**src/rtl/core/dmc_pkg.sv**
```systemverilog
package dmc_pkg;

    localparam int OFFSET_BITS = 2;
    localparam int INDEX_BITS  = 4;
    localparam int ADDR_BITS   = 14;
    localparam int TAG_BITS    = ADDR_BITS - OFFSET_BITS - INDEX_BITS;
    localparam int ROW_BITS    = ADDR_BITS - OFFSET_BITS;
    localparam int LINE_BYTES  = 1 << OFFSET_BITS;
    localparam int SET_COUNT   = 1 << INDEX_BITS;
    localparam int ROW_COUNT   = 1 << ROW_BITS;

    localparam logic MODE_READ  = 1'b0;
    localparam logic MODE_WRITE = 1'b1;

    typedef logic [LINE_BYTES-1:0][7:0] t_line_data;

    typedef struct packed {
        logic                 mode;
        logic [ADDR_BITS-1:0] addr;
        logic [7:0]           wdata;
    } t_in_word;

    typedef struct packed {
        logic [7:0] rdata;
        logic       hit;
    } t_out_word;

    typedef struct packed {
        logic                   rd;
        logic                   wr;
        logic [ROW_BITS-1:0]    row;
        logic [OFFSET_BITS-1:0] lane;
        logic [7:0]             wdata;
    } t_mem_req;

    typedef struct packed {
        logic [TAG_BITS-1:0] tag;
        t_line_data          data;
    } t_line;

    typedef struct packed {
        logic                  rd;
        logic                  wr;
        logic [INDEX_BITS-1:0] set;
        t_line                 wline;
    } t_line_req;

endpackage

```
**src/rtl/core/dmc_line_ram.sv**
```systemverilog
module dmc_line_ram (
    input  logic               i_clk,
    input  dmc_pkg::t_line_req i_req,
    output dmc_pkg::t_line     o_rline
);

    dmc_pkg::t_line r_ram [dmc_pkg::SET_COUNT];
    dmc_pkg::t_line r_rline;

    always_ff @(posedge i_clk) begin
        if (i_req.wr) begin
            r_ram[i_req.set] <= i_req.wline;
        end
        if (i_req.rd) begin
            r_rline <= r_ram[i_req.set];
        end
    end

    assign o_rline = r_rline;

endmodule

```
**config.mk**
```make
export PLATFORM = sky130hd
export DESIGN_NAME = dmc_line_ram
export DESIGN_NICKNAME = d
export VERILOG_FILES = /design/src/rtl/core/dmc_pkg.sv /design/src/rtl/core/dmc_line_ram.sv
export SDC_FILE = /design/constraint.sdc
export NUM_CORES = 1
export LEC_CHECK = 0
export ABC_AREA = 1
export BUFFER_PORTS_ARGS = -buffer_cell sky130_fd_sc_hd__buf_4
export CAP_MARGIN = 20
export CORE_UTILIZATION = 44
export CTS_BUF_LIST = sky130_fd_sc_hd__clkbuf_4 sky130_fd_sc_hd__clkbuf_8
export DETAILED_ROUTE_END_ITERATION = 6
export GPL_ROUTABILITY_DRIVEN = 1
export GPL_TIMING_DRIVEN = 0
export PLACE_DENSITY_LB_ADDON = 0.12
export SYNTH_ARGS = -nofsm -noshare
export SYNTH_HDL_FRONTEND = slang
export SYNTH_SLANG_ARGS = --single-unit
```
**constraint.sdc**
```tcl
create_clock -name i_clk -period 4.9 [get_ports i_clk]
set_input_delay 0.98 -clock i_clk [delete_from_list [all_inputs] [get_ports i_clk]]
set_output_delay 0.98 -clock i_clk [all_outputs]
set_load 0.1 [all_outputs]
```
Word level (Yosys, flattened, before mapping)
Memories as Yosys holds them, arrays and structs flattened. A register that Yosys moved wholly into a read port is not among the register bits.
Index checks and enable logic that the tools add are counted.
Widths: inputs -> output; s select.
Storage, ports and cells
  memories kept: 1
  flip-flop bits (word level): 0
  bits of input ports: 47
  latch bits: 0
  RAM bits: 640
  ROM bits: 0
Operators by class
  multiply operators: 0
  muxes and demuxes: 2
  $add $sub $neg: 0
  divide/modulo/power cells: 0
  eq/ne operators: 0
  order comparisons: 0
  bitwise logic cells: 0
  reductions and logical operators: 0
  shifts and indexed selects: 0
Memories
  r_ram: words 16, width 40, read ports 1, clocked after Yosys merged registers in 1, wr ports 1, RTL line dmc_line_ram.sv:7  | dmc_pkg::t_line r_ram [dmc_pkg::SET_COUNT];
Operators with widths (count)
  $mux 1: 2

Longest topological paths before layout
Gate-level depths: netlist of run 1.
  word-level depth: 2
  gate-level depth with buffers: 12
  depth with buffers taken out: 9

Least setup slack after synthesis of run 1
No wires, ideal clock.
  path type: input-to-reg
  start point: input i_req[41] in the netlist's numbering
  end point: memory r_ram[5][0] in the netlist's numbering, enable pin
  arrival: 3.365 ns
  cell stages on the path: 6
  setup slack: 1.097 ns
  data required time: 4.463 ns
  path through: buf_6 inv_4 buf_2 buf_2 nand3_1 nor2_1
RTL lines
  from (decl): RTL line dmc_line_ram.sv:3  | input dmc_pkg::t_line_req i_req,
  to (decl): RTL line dmc_line_ram.sv:7
No word-level cell before the write port.

Final worst setup path of run 1
  start point: input i_req[41] in the netlist's numbering
  end point: memory r_ram[5][20] in the netlist's numbering, enable pin
No word-level cell before the write port.

==> qor.yml, run 1 <==
ant_nets: 0
worst-setup-path-type: "input pin to flop"
cts_hold_buf: 0
crit_fanout: 21
crit_family: "buffers and inverters"
start_util: 0.446
max_cap_viol_count: 0
synth_top_area_frac: 0.727
syn_area_sq_um: 28100
slew_violations: 0
synth-seq-area-share: 0.727
synth_nets: 2680
portBuffers: 84
drtPass1Iterations: 5
reg2reg_slack_ns: 3.59
nNetsFinal: 2892
grt_setup_unrepaired: "no"
fill_cells: 5781
globalplace.congestion: 0.829
layout-drive-gt1-share: 0.129
dp_hpwl_um: 45600
grt_usage: 0.229
synth_cell_types: 12
grt_overflow: 0
fp-row-count: 92
antenna_found_initial: 2
io_pins: 87
grt_max_degree: 41
path_cells: "buf_6, inv_4, buf_2, buf_2, nand3_1, nor2_4, buf_12"
r2r-start: "r_ram[5][10]"
ff2ff_path_depth: 8
cpMaxStageDelayCell: "nor2_4"
cts_resized: 0
coreArea_sq_um: 63100
arrival_ns: 3.55
ys_top_cells_by_area: "edfxtp_1 73%, nand2_1 23%, buf_6 1.4%, inv_1 1.1%, buf_2 1.1%"
finClkSkew_ns: 0.0174
regToRegEndpoint: "o_rline[10]"
hold_end: "r_ram[4][0]"
min_path_cells: 1
drc: 0
hp-class: "input pin to flop"
synth_area_per_cell_sq_um: 10.7
end_kind: "flop"
clock_sinks: 680
drt-total-wl_um: 73200
worstMarginPinSlew_ns: 0.906
setup_viol: 0
synthCells: 2633
fin_cells: 3770
die_area_sq_um: 64900
period_minus_slack_ns: 3.17
yosys_register_bits: 680
htreeDepth: 3
ir_worst_vdd_v: 0.000177
p_leak_nw: 13.6
via_per_inst: 4.83
num_vias: 18211
root_buffer: "clkbuf_8"
final_hold_viol_count: 0
place_inst: 3579
crit_top_cell: "buf_2"
grt_pass1_wl_um: 107000
fp.dieW_um: 255
crit_buf_inv: 5
clk_pin_slew_ns: 0.06
cts_buffers: 110
grt_pass1_vias: 17751
relSlewSlack: 0.394
wl_per_cell_um: 19.4
yosysWarnings: 0
timing.hold.worst.start: "i_req[0]"
yosys.area.top_type: "edfxtp_1"
layout_commonest_cell: "nand2_1"
cts_max_path_buffers: 3
status: "complete, no violations"
area_growth_pct: 15.0
die_h_um: 255
post-route-period-util: 0.647
hold_slack_ns: 0.606
cts_tree: "built"
postCtsSetupBuffers: 0
drt_iter0_markers: 1122
clk_latency_ns: 0.70
startpoint_type: "input pin"
critical_path_required_ns: 5.28
powerDensity_nw_per_um2: 383
final_cell_mix: "1722 x nand2_1, 680 x edfxtp_1, 113 x clkbuf_8"
max_freq_mhz: 315
max_stage_delay_ns: 0.80
metrics by stage:
stage,cell area [sq um],setup TNS (ns),setup slack [ns],utilization,power (mW)
6_report,32300,0,1.73,0.512,12.4
5_1_grt,32300,0,1.68,0.512,12.8
4_1_cts,32300,0,1.74,0.512,12.5
3_5_place_dp,30200,0,0.994,0.479,7.78
3_3_place_gp,29800,-713.22,-1.50,0.472,7.76
2_1_floorplan,28100,0,1.10,-,7.36
where the power goes:
group	switching, mW	internal [mW]	total, mW
clock	2.14	2.57	4.71
combinational	0.813	0.255	1.07
sequential	0.0326	6.56	6.59
sequential cells by signal (all words and copies together) (netlist names):
register  count
o_rline      40
r_ram       640
cells by family after synthesis:
kind of cell,after synthesis,share of synthesized area
flops,680,0.727
simple gates,1744,0.233
buf+inv,209,0.0403
per-layer routing:
| metal | GRT usage | vias to the layer above | part of all wire |
|---|---|---|---|
| met3 | 0.0340 | 130 | 0.053 |
| met4 | 0.0862 | 0 | 0.030 |
| li1 | - | 8912 | - |
| met1 | 0.301 | 8662 | 0.43 |
| met2 | 0.384 | 507 | 0.49 |
| met5 | 0 | - | 0 |
worst register-to-register path, stage by stage, from the launching register on:
cell and delay (ns):
edfxtp_1 0.37, nand2_1 0.16, nand2_1 0.07, nand2_1 0.05, nand2_1 0.12, nand2_1 0.08, nand2_1 0.06, inv_1 0.06
nand2_1 0.07
area by class of cell:
type / count / area, sq um / area share
Multi-Input combinational cell: 1744 / 6670 / 0.206
Antenna cell: 1 / 2.50 / 0.0000774
Timing Repair Buffer: 100 / 951 / 0.0294
Clock buffer: 153 / 1860 / 0.0574
Buffer: 122 / 798 / 0.0247
Tap cell: 846 / 1060 / 0.0328
Sequential cell: 680 / 20400 / 0.632
Inverter: 87 / 334 / 0.0103
Clock inverter: 37 / 229 / 0.00708
how the worst max path moves through the flow:
stage / start / endpoint / slack, ns / cells past startpoint
after floorplan: i_req[41] / r_ram[5][0] / 1.10 / 6
after global placement: i_req[41] / r_ram[5][12] / -1.50 / 6
after detailed placement: i_req[41] / r_ram[5][15] / 0.99 / 7
after CTS: i_req[41] / r_ram[5][20] / 1.74 / 7
after global routing: i_req[41] / r_ram[5][28] / 1.68 / 7
final: i_req[41] / r_ram[5][20] / 1.73 / 7
cell usage after synthesis:
cell type / count
nand2_1: 1722
buf_4: 1
inv_4: 1
inv_1: 85
buf_6: 35
nor2_1: 18
clkbuf_1: 26
inv_6: 1
buf_1: 1
nand3_1: 4
edfxtp_1: 680
buf_2: 59
Power figures use the tool's default switching activity.
==> inputs of run 2 (changes only) <==
- clock period: 4.9 -> 3.2 ns (I/O delays scaled with it)
==> run 2 against run 1 <==
  * Power is 52% higher
  * Worst hold slack worse by 0.34 ns
  * Sequential share of layout area is 0.088 points higher
  * First-iteration DRC count is 13% higher
  * Clock power is 49% higher
  * Clock-buffer cell count is 5 lower
  * Non-clock buffer count stayed put
  * Sequential power is 53% higher
  * Flip-flop and latch count stayed put
  * Routed wire length is 0.37% lower
  * Final cell count is 0.21% higher
  * Largest cell class unchanged
==> qor.yml, run 2 (synthesis gave the netlist of run 1 again) <==
finClkSkew_ns: 0.0306
place_worst_setup_slack_ns: -0.407
layout-drive-gt1-share: 0.129
drtPass1Iterations: 5
postCtsSetupBuffers: 0
io_pins: 87
start_util: 0.446
startpoint_type: "input pin"
grt_pass1_vias: 17966
powerDensity_nw_per_um2: 581
final_cell_mix: "1722 x nand2_1, 680 x edfxtp_1, 113 x clkbuf_8"
hp-class: "input pin to flop"
wl_per_cell_um: 19.3
post-route-period-util: 0.911
reg2reg_slack_ns: 1.92
cts_max_path_buffers: 3
ant_nets: 0
via_per_inst: 4.86
num_vias: 18348
layout_commonest_cell: "nand2_1"
drt_iter0_markers: 1264
cts_tree: "built"
period_minus_slack_ns: 2.92
final_hold_viol_count: 0
slew_violations: 0
cts_hold_buf: 0
grt_usage: 0.230
globalplace.congestion: 0.836
end_kind: "flop"
area_growth_pct: 14.8
nNetsFinal: 2892
clock_sinks: 680
top_layer: "met4"
relSlewSlack: 0.388
clk_pin_slew_ns: 0.06
regMostFlops: "r_ram"
place_inst: 3579
htreeDepth: 3
largest_reg_flops: 640
ir_worst_vdd_v: 0.000313
drc: 0
grt_max_degree: 41
fp-row-count: 92
cts_resized: 0
drt-total-wl_um: 72900
clk_latency_ns: 0.72
max_freq_mhz: 343
die_area_sq_um: 64900
worstMarginPinSlew_ns: 0.917
cts_buffers: 110
max_cap_viol_count: 0
worst_slack_ns: 0.285
arrival_ns: 3.30
grt_overflow: 0
critical_path_required_ns: 3.59
worst-setup-path-type: "input pin to flop"
dp_hpwl_um: 45500
grt_setup_unrepaired: "no"
p_leak_nw: 13.6
coreArea_sq_um: 63100
root_buffer: "clkbuf_8"
setup_viol: 0
die_h_um: 255
antenna_found_initial: 2
fp.dieW_um: 255
status: "complete, no violations"
fin_cells: 3778
crit_fanout: 22
dr_wl_met2_um: 36500
grt_pass1_wl_um: 108000
portBuffers: 84
m1WireLength_um: 30600
wl_met3_um: 4080
[run 2: cell count changes in the layout (fill, tap and decap cells not counted)]
cell	previous run	this run
clkbuf_4	40	35
bufinv_16	3	0
clkinv_1	25	33
clkinv_2	9	12
clkinvlp_4	0	5
[run 2: routing by layer]
layer  track usage  up-vias
li1              -     8930
met1         0.297     8752
met2         0.395      542
met3        0.0340      124
met4        0.0806        0
met5             0        -
[run 2: metrics by stage]
stage / TNS, ns / instance area, sq um / power (mW) / hold WS (ns) / util
2_1_floorplan: -100.24 / 28100 / 11.3 / 0.718 / -
3_3_place_gp: -1236.07 / 29800 / 11.9 / 0.776 / 0.473
3_5_place_dp: -77.76 / 30200 / 11.9 / 0.778 / 0.479
4_1_cts: 0 / 32300 / 18.9 / 0.224 / 0.512
5_1_grt: 0 / 32300 / 19.4 / 0.271 / 0.512
6_report: 0 / 32300 / 18.7 / 0.269 / 0.512
[run 2: power by group]
part / total (mW) / switching, mW / internal [mW]
Combinational: 1.63 / 1.24 / 0.390
Clock: 7.03 / 3.37 / 3.66
Sequential: 10.1 / 0.0485 / 10.0
[run 2: area by class of cell]
type | count | area, sq um
diodes | 1 | 2.50
plain buffers | 122 | 798
clock buffers | 148 | 1820
clock inverters | 50 | 221
fillers | 5690 | 30800
inverters | 87 | 334
multi-input cells | 1744 | 6670
flip-flops and latches | 680 | 20400
well taps | 846 | 1060
repair buffers | 100 | 951
[run 2: path summary, 6_finish.rpt]
path	end	start	cells after the start
max	r_ram[5][4]	i_req[41]	7
min	r_ram[8][5]	i_req[5]	1
max reg2reg	o_rline[10]	r_ram[5][10]	8
min reg2reg	o_rline[34]	r_ram[4][34]	8
[run 2: critical path, stage by stage]
cell     delay, ns
buf_6         0.16
inv_4         0.23
buf_2         0.42
buf_2         0.32
nand3_1       0.37
nor2_4        0.84
buf_12        0.27
==> inputs of run 3 (changes only) <==
- CORE_MARGIN: default -> 2
==> run 3 against run 2 <==
  * Final area grew 0.49%
  * Non-clock buffer count grew 1
  * First-iteration DRC count grew 0.79%
  * Via count is essentially flat
  * Combinational power is essentially flat
  * Power grew 2.0%
  * Sequential share of layout area shrank 0.31 points
  * Routed wire length grew 1.0%
  * Sequential power is essentially flat
  * Critical endpoint is now r_ram[5][14]
  * Highest routed layer unchanged
==> qor.yml, run 3 (synthesis gave the netlist of run 1 again) <==
status: "complete, no violations"
max_stage_delay_ns: 0.82
max_freq_mhz: 347
via_per_inst: 4.85
timing.hold.worst.start: "i_req[0]"
coreArea_sq_um: 63100
fp-row-count: 92
drc: 0
worstMarginPinSlew_ns: 0.903
design_area_sq_um: 32400
wl_met3_um: 4170
grt_pass1_vias: 18122
p_leak_nw: 13.7
grt_setup_unrepaired: "no"
powerDensity_nw_per_um2: 589
critical_path_required_ns: 3.60
antenna_found_initial: 1
drt-total-wl_um: 73700
dr_wl_met2_um: 36300
drtPass1Iterations: 5
wl_per_cell_um: 19.5
min_path_cells: 1
grt_usage: 0.224
grt_pass1_wl_um: 109000
final_hold_viol_count: 0
num_vias: 18332
root_buffer: "clkbuf_8"
largest_reg_flops: 640
grt_overflow: 0
start_util: 0.446
startpoint_type: "input pin"
io_pins: 87
ir_worst_vdd_v: 0.000287
crit_top_cell: "buf_2"
cts_buffers: 111
total_power_mw: 19.1
cts_resized: 0
top_layer: "met4"
area_growth_pct: 15.4
final_cell_mix: "1722 x nand2_1, 680 x edfxtp_1, 115 x clkbuf_8"
die_h_um: 257
place_area_sq_um: 30300
crit_buf_inv: 5
layout_commonest_cell: "nand2_1"
reg2reg_slack_ns: 1.93
arrival_ns: 3.28
path_cells: "buf_6, inv_4, buf_2, buf_2, nand3_1, nor2_4, buf_12"
crit_family: "buffers and inverters"
cts_tree: "built"
fp.dieW_um: 257
max_cap_viol_count: 0
hold_end: "r_ram[8][0]"
drt_iter0_markers: 1274
r2r-start: "r_ram[5][10]"
m1WireLength_um: 31200
regToRegEndpoint: "o_rline[10]"
regMostFlops: "r_ram"
cts_hold_buf: 0
setup_viol: 0
cpMaxStageDelayCell: "nor2_4"
post-route-period-util: 0.901
ff2ff_path_depth: 8
die_area_sq_um: 65900
slew_violations: 0
relSlewSlack: 0.397
postCtsSetupBuffers: 0
period_minus_slack_ns: 2.88
crit_fanout: 21
nNetsFinal: 2894
htreeDepth: 3
dp_hpwl_um: 46100
end_kind: "flop"
globalplace.congestion: 0.824
portBuffers: 84
grt_max_degree: 41
finalCoreUtilization: 0.514
cts_max_path_buffers: 3
clock_sinks: 680
worst-setup-path-type: "input pin to flop"
hp-class: "input pin to flop"
clk_latency_ns: 0.71
finClkSkew_ns: 0.0239
layout-drive-gt1-share: 0.134
ant_nets: 0
clk_pin_slew_ns: 0.06
## run 3: cell count changes in the layout (fill, tap and decap cells not counted), sizes merged
| cell | previous run | this run |
|---|---|---|
| buf | 196 | 197 |
| bufinv | 0 | 3 |
| clkinvlp | 5 | 3 |
| clkbuf | 174 | 188 |
| clkinv | 45 | 27 |
## run 3: worst register-to-register path, stage by stage, from the launching register on
cell      delay (ns)
edfxtp_1        0.36
nand2_1         0.14
nand2_1         0.07
nand2_1         0.05
nand2_1         0.11
nand2_1         0.08
nand2_1         0.07
inv_1           0.05
nand2_1         0.07
## run 3: layout make-up
| class | count | area (sq um) |
|---|---|---|
| diodes | 1 | 2.50 |
| plain buffers | 122 | 798 |
| clock buffers | 162 | 1940 |
| clock inverters | 33 | 226 |
| fillers | 5707 | 30600 |
| inverters | 87 | 334 |
| multi-input cells | 1744 | 6670 |
| flip-flops and latches | 680 | 20400 |
| well taps | 846 | 1060 |
| repair buffers | 101 | 986 |
## run 3: worst max-delay path by stage
| stage | from | to | slack (ns) | cells past startpoint |
|---|---|---|---|---|
| floorplan | i_req[41] | r_ram[5][0] | -0.26 | 6 |
| global placement | i_req[41] | r_ram[5][14] | -2.93 | 6 |
| detailed placement | i_req[41] | r_ram[5][14] | -0.45 | 7 |
| CTS | i_req[41] | r_ram[5][20] | 0.30 | 7 |
| global route | i_req[41] | r_ram[5][20] | 0.25 | 7 |
| finish | i_req[41] | r_ram[5][14] | 0.32 | 7 |
## run 3: through the flow
stage / TNS (ns) / hold WS, ns / setup slack [ns] / std cells
floorplan: -100.24 / 0.718 / -0.263 / 2633
global placement: -1329.72 / 0.768 / -2.93 / 3563
detailed placement: -103.95 / 0.769 / -0.449 / 3580
CTS: 0 / 0.214 / 0.305 / 3775
global route: 0 / 0.256 / 0.246 / 3776
finish: 0 / 0.273 / 0.316 / 3776
## run 3: where the power goes
group	total, mW	switching [mW]	internal, mW
Clock	7.39	3.31	4.08
Sequential	10.1	0.0517	10.0
Combinational	1.64	1.24	0.391
## run 3: metal layers
layer / vias to the layer above / GRT usage
met4: 0 / 0.0806
met3: 134 / 0.0326
met1: 8746 / 0.292
met2: 531 / 0.383
li1: 8921 / -
met5: - / 0
